File: src/rtl/abdd_pkg.sv
// Shared constants, register codes and the fractional power-of-two table for the
// anchor box delta decoder. No dependencies.
package abdd_pkg;

  localparam int COORD_FRAC_BITS_DEF = 4;
  localparam int DELTA_FRAC_BITS_DEF = 12;

  // register stages from input to result register
  localparam int PIPE_DEPTH = 7;

  localparam logic [16:0] LOG2E_Q16 = 17'd94548;
  localparam logic [15:0] LN2_Q16   = 16'd45426;
  localparam logic [27:0] EXP_MAX   = 28'hFFFFFFF;

  typedef enum logic [0:0] {
    REG_IMAGE_WIDTH  = 1'b0,
    REG_IMAGE_HEIGHT = 1'b1
  } cfg_reg_t;

  // 2^(j/16) in Q.16
  function automatic logic [16:0] pow2_frac(input logic [3:0] j);
    logic [16:0] v;
    case (j)
      4'd0:    v = 17'd65536;
      4'd1:    v = 17'd68438;
      4'd2:    v = 17'd71468;
      4'd3:    v = 17'd74632;
      4'd4:    v = 17'd77936;
      4'd5:    v = 17'd81386;
      4'd6:    v = 17'd84990;
      4'd7:    v = 17'd88752;
      4'd8:    v = 17'd92682;
      4'd9:    v = 17'd96785;
      4'd10:   v = 17'd101070;
      4'd11:   v = 17'd105545;
      4'd12:   v = 17'd110218;
      4'd13:   v = 17'd115098;
      4'd14:   v = 17'd120194;
      4'd15:   v = 17'd125515;
      default: v = 17'd65536;
    endcase
    return v;
  endfunction

endpackage

File: src/rtl/abdd_axis.sv
// One axis of the box decoder: size, center shift, exp of the size delta,
// corner rounding and clipping, as a seven stage pipeline. Uses abdd_pkg.
module abdd_axis #(
  parameter int COORD_FRAC_BITS = abdd_pkg::COORD_FRAC_BITS_DEF,
  parameter int DELTA_FRAC_BITS = abdd_pkg::DELTA_FRAC_BITS_DEF
) (
  input  logic               clk,
  input  logic signed [16:0] lo,
  input  logic signed [16:0] hi,
  input  logic signed [15:0] shift,
  input  logic signed [15:0] log_scale,
  input  logic [12:0]        limit,
  output logic [16:0]        box_lo,
  output logic [16:0]        box_hi
);

  localparam int D16_W   = 32 - DELTA_FRAC_BITS;
  localparam int P1_W    = D16_W + 18;
  localparam int T_W     = P1_W - 15;
  localparam int N_W     = T_W - 16;
  localparam int CTR_W   = 53 - DELTA_FRAC_BITS;
  localparam int CTR_SH  = 17 - DELTA_FRAC_BITS;
  localparam int SUM_W   = 50;
  localparam int Q_W     = SUM_W - 17;
  localparam int BOUND_W = 13 + COORD_FRAC_BITS;

  localparam logic signed [18:0] ONE      = 19'sd1 <<< COORD_FRAC_BITS;
  localparam logic signed [47:0] HALF_OFS = 48'sd1 <<< (COORD_FRAC_BITS + 16);

  // stage 1: size, corner sum, log2(e) product
  logic signed [D16_W-1:0] d16;
  logic signed [18:0]      size1;
  logic signed [17:0]      lsum1;
  logic signed [15:0]      shift1;
  logic signed [P1_W-1:0]  p1;

  assign d16 = D16_W'(log_scale) <<< (16 - DELTA_FRAC_BITS);

  always_ff @(posedge clk) begin
    size1  <= 19'(hi) - 19'(lo) + ONE;
    lsum1  <= 18'(lo) + 18'(hi);
    shift1 <= shift;
    p1     <= P1_W'(d16) * P1_W'($signed({1'b0, abdd_pkg::LOG2E_Q16}));
  end

  // stage 2: split exponent, ln2 product of the low fraction, shift * size
  logic signed [P1_W:0]    tr;
  logic signed [T_W-1:0]   t;
  logic signed [N_W-1:0]   n2;
  logic [3:0]              j2;
  logic [27:0]             ap2;
  logic signed [34:0]      ctrp2;
  logic signed [18:0]      size2;
  logic signed [17:0]      lsum2;

  assign tr = (P1_W+1)'(p1) + (P1_W+1)'(32'sd32768);
  assign t  = tr[P1_W:16];

  always_ff @(posedge clk) begin
    n2    <= t[T_W-1:16];
    j2    <= t[15:12];
    ap2   <= 28'(t[11:0]) * 28'(abdd_pkg::LN2_Q16);
    ctrp2 <= 35'(shift1) * 35'(size1);
    size2 <= size1;
    lsum2 <= lsum1;
  end

  // stage 3: polynomial term a, a*a, center
  logic [27:0]             ar;
  logic [11:0]             a;
  logic [11:0]             a3;
  logic [23:0]             aa3;
  logic signed [CTR_W-1:0] ctr3;
  logic signed [N_W-1:0]   n3;
  logic [3:0]              j3;
  logic signed [18:0]      size3;

  assign ar = ap2 + 28'd32768;
  assign a  = ar[27:16];

  always_ff @(posedge clk) begin
    a3    <= a;
    aa3   <= 24'(a) * 24'(a);
    ctr3  <= (CTR_W'(ctrp2) <<< CTR_SH) + (CTR_W'(lsum2) <<< 16);
    n3    <= n2;
    j3    <= j2;
    size3 <= size2;
  end

  // stage 4: 2^r polynomial times table entry
  logic [23:0]             aar;
  logic [16:0]             p;
  logic [33:0]             mprod4;
  logic signed [N_W-1:0]   n4;
  logic signed [18:0]      size4;
  logic signed [CTR_W-1:0] ctr4;

  assign aar = aa3 + 24'd65536;
  assign p   = 17'd65536 + 17'(a3) + 17'(aar[23:17]);

  always_ff @(posedge clk) begin
    mprod4 <= 34'(abdd_pkg::pow2_frac(j3)) * 34'(p);
    n4     <= n3;
    size4  <= size3;
    ctr4   <= ctr3;
  end

  // stage 5: scale by 2^n with rounding and saturation
  logic [34:0]             mr;
  logic [17:0]             m;
  logic signed [11:0]      n12;
  logic [11:0]             s12;
  logic [38:0]             w;
  logic [27:0]             e;
  logic [27:0]             e5;
  logic signed [18:0]      size5;
  logic signed [CTR_W-1:0] ctr5;

  assign mr  = 35'(mprod4) + 35'd32768;
  assign m   = mr[33:16];
  assign n12 = 12'(n4);
  assign s12 = 12'(-n12);

  always_comb begin
    w = '0;
    e = '0;
    if (!n12[11]) begin
      if (n12 > 12'sd20) begin
        e = abdd_pkg::EXP_MAX;
      end else begin
        w = 39'(m) << n12[4:0];
        e = (w > 39'(abdd_pkg::EXP_MAX)) ? abdd_pkg::EXP_MAX : w[27:0];
      end
    end else if (s12 < 12'd19) begin
      // m < 2^18, so right shifts of 19 or more round to zero
      w = (39'(m) + (39'd1 << (s12[4:0] - 5'd1))) >> s12[4:0];
      e = w[27:0];
    end
  end

  always_ff @(posedge clk) begin
    e5    <= e;
    size5 <= size4;
    ctr5  <= ctr4;
  end

  // stage 6: half extent
  logic signed [47:0]      half6;
  logic signed [CTR_W-1:0] ctr6;

  always_ff @(posedge clk) begin
    half6 <= 48'($signed({1'b0, e5})) * 48'(size5) - HALF_OFS;
    ctr6  <= ctr5;
  end

  // stage 7: round half up to coordinate units, clip to [0, bound]
  logic signed [SUM_W-1:0] sa;
  logic signed [SUM_W-1:0] sb;
  logic signed [Q_W-1:0]   qa;
  logic signed [Q_W-1:0]   qb;
  logic signed [Q_W-1:0]   bound;

  assign sa    = SUM_W'(ctr6) - SUM_W'(half6) + SUM_W'(32'sd65536);
  assign sb    = SUM_W'(ctr6) + SUM_W'(half6) + SUM_W'(32'sd65536);
  assign qa    = sa[SUM_W-1:17];
  assign qb    = sb[SUM_W-1:17];
  assign bound = $signed(Q_W'(BOUND_W'(limit) << COORD_FRAC_BITS));

  function automatic logic [16:0] clip(input logic signed [Q_W-1:0] v,
                                       input logic signed [Q_W-1:0] bnd);
    logic [16:0] r;
    if (v < 0) begin
      r = '0;
    end else if (v > bnd) begin
      r = bnd[16:0];
    end else begin
      r = v[16:0];
    end
    return r;
  endfunction

  always_ff @(posedge clk) begin
    box_lo <= clip(qa, bound);
    box_hi <= clip(qb, bound);
  end

endmodule

File: config.mk
export PLATFORM = sky130hd
export DESIGN_NAME = abdd_axis
export DESIGN_NICKNAME = d
export VERILOG_FILES = /design/src/rtl/abdd_pkg.sv /design/src/rtl/abdd_axis.sv
export SDC_FILE = /design/constraint.sdc
export NUM_CORES = 2
export LEC_CHECK = 0
export ABC_AREA = 1
export BUFFER_PORTS_ARGS = -buffer_cell sky130_fd_sc_hd__clkbuf_2
export CORE_ASPECT_RATIO = 1.4
export CORE_MARGIN = 1.5
export CORE_UTILIZATION = 47
export DETAILED_ROUTE_END_ITERATION = 12
export SETUP_SLACK_MARGIN = 0.1
export SYNTH_ARGS = -nofsm -noshare
export SYNTH_HDL_FRONTEND = slang
export SYNTH_SLANG_ARGS = --single-unit
File: constraint.sdc
create_clock -name clk -period 10.4 [get_ports clk]
set_input_delay 0.52 -clock clk [delete_from_list [all_inputs] [get_ports clk]]
set_output_delay 0.52 -clock clk [all_outputs]
set_load 0.01 [all_outputs]
==> flow_summary.ini <==
[place]
place_congestion = 0.993
dp_hpwl_um = 184000
io_buffers = 113

[yosys]
synth_cells = 9866
yosysSeqAreaShare_pct = 14.2
ys_seq_elements = 550
synth.distinct_cells = 63
syn-cell-area_um2 = 77500
syn-mean-instance-area_um2 = 7.86
synth_warnings = 0
dominantRegCellSynth = dfxtp_1
synth_nets = 12049
postSynth.asyncResetShare_pct = 0
yosysTopAreaCell = fa_1
ys_top_cells_by_area = fa_1 (29%), ha_1 (16%), dfxtp_1 (14%), inv_1 (11%), nand2_1 (9.9%)
synth_edf_count = 0
yosysTopAreaCellShare_pct = 29.3

[detailed_routing]
drtIter0Drc = 3441
routedWlPerCell_um = 18.3
vias = 62391
drc = 0
routed_wl_um = 220000
antenna_left = 0
vias_per_cell = 5.18
dr.pass1.iters = 10

[sta]
setup_viol = 0
fin_tns_setup_ns = 0
max_slew_margin_pct = 13.0
rsz0062_at_grt = false
finalCriticalPeriod_ns = 8.57
hold_violations = 0
max_freq_mhz = 117
timing.final.crit_share_pct = 82.4
worst_pin_slew_ns = 1.30
fin_skew_ns = 0.0656
hold_ws_ns = 0.0744
slew_viol_final = 0

[worst_setup_path]
worstSetupPathType = flop to flop
crit_fanout = 15
required_ns = 10.94
setup.worst_path.end_class = flop
cp.arrival_ns = 9.10
startpoint_type = flop
timing.critical_path.mode_cell = inv_1
cp_slowest_cell = fa_1
cp_slowest_stage_delay_ns = 0.56

[status]
outcome = complete, no violations

[global_routing]
grt_pass1_wl_um = 352000
grt_pass1_vias = 66376
track_usage_pct = 26.6
antenna_found_initial = 1
grt_max_degree = 58
overflow = 0

[finish]
num-fill-cells = 16039
mostFrequentLayoutCells = inv_1 (2346), nand2_1 (2049), fa_1 (1135), ha_1 (968), nor2_1 (616)
mostFrequentLayoutCell = inv_1
multiInputGateArea_um2 = 56600
seqCellArea_um2 = 11000
final_nets = 12049
drive_gt1_share_pct = 3.60
syn_to_final_growth_pct = 6.35

[clock_network]
clockBufferDepth = 3
clock-sinks = 550
root_buffer = clkbuf_16
cts_tree = built
clock_latency_ns = 0.70
holdBufCountCts = 16
clk_pin_slew_ns = 0.07
post-cts-setup-buffers = 0
cts_made_buffers = 55
ctsResizeCount = 0
cts_htree_levels = 2

[floorplan]
die_h_um = 484
initial_utilization_pct = 47.3
ioPinCount = 114
die_x_um = 346
core-area_um2 = 164000
dieArea_um2 = 167000
rows = 176

[worst_hold_path]
hold_class = input pin to flop

[run]
cap_violations = 0
## sequential cells by signal (all words and copies together), names as in the netlist, 19 cells and up, named ones only
register	cells
ctr3	36
e5	28
ctrp2	35
half6	48
ctr6	36
p1	23
mprod4	19
ctr4	36
size4	19
size5	19
ctr5	36
size3	19
## cell type report
class	count	area share (%)
Clock inverter	28	0.565
Antenna cell	2	0.00607
Inverter	2357	10.7
Timing Repair Buffer	200	1.53
Clock buffer	73	1.90
Sequential cell	550	13.4
Tap cell	2136	3.24
Multi-Input combinational cell	6702	68.7
## path summary, 6_finish.rpt
path / from / end / slack [ns] / cells after the start
hold / removal: limit[11] / box_hi[15] / 0.07 / 3
setup / recovery: aa3[16] / mprod4[31] / 1.83 / 35
setup reg to reg: aa3[16] / mprod4[31] / 1.83 / 35
hold reg to reg: size2[4] / size3[4] / 0.26 / 0
## layer usage
metal  GRT usage, %  share of wire, %  routed length (um)
met4           12.9               5.3               11700
met3           2.24               4.0                8850
met1           31.1                40               87500
met5              0                 0                   0
met2           48.7                51              112000
## worst max-delay path: cells and delay by family, from the launching register on
kind | cells | cell delay, ns
AOI/OAI and AO/OA | 11 | 2.19
xor gates and xnor gates | 2 | 0.38
adders and majority gates | 9 | 4.01
buffers and inverters | 8 | 0.89
DFF | 1 | 0.34
and+or+nand+nor | 5 | 0.62
## cell families after synthesis
| family | synth area share [%] |
|---|---|
| compound gates | 6.96 |
| buf+inv | 12.8 |
| mux | 0.0403 |
| simple gates | 17.5 |
| fa+ha+maj | 44.9 |
| flops | 14.2 |
| xor+xnor | 3.59 |
## metrics by stage
stage | util (%) | setup WS, ns | cell area, um2 | std cells
after floorplan | - | 2.72 | 77500 | 9866
after global placement | 48.9 | 1.88 | 80300 | 11929
after detailed placement | 48.9 | 1.80 | 80300 | 11929
after CTS | 50.3 | 1.73 | 82400 | 12046
after global routing | 50.3 | 1.09 | 82400 | 12046
final | 50.3 | 1.83 | 82400 | 12048
## synthesized netlist by cell type, types with 5 or more instances
master	count
a211oi_1	9
a21boi_0	15
a21o_1	20
a21oi_1	437
a31oi_1	44
and2_1	9
buf_1	49
buf_2	14
buf_6	7
clkbuf_1	183
clkinv_1	7
dfxtp_1	550
fa_1	1135
ha_1	968
inv_1	2346
nand2_1	2049
nand2_2	11
nand3_1	382
nand3_2	5
nand3b_1	18
nand4_1	93
nor2_1	616
nor2_2	6
nor3_1	60
nor4_1	22
o211ai_1	30
o21a_1	12
o21ai_0	268
o21ai_1	38
o21bai_1	49
o221ai_1	7
o31ai_1	13
or2_2	29
xnor2_1	109
xor2_1	206
Power is left out: the tool's default activity adds up to more than one toggle a clock period on the data nets, which glitch-free logic cannot reach.
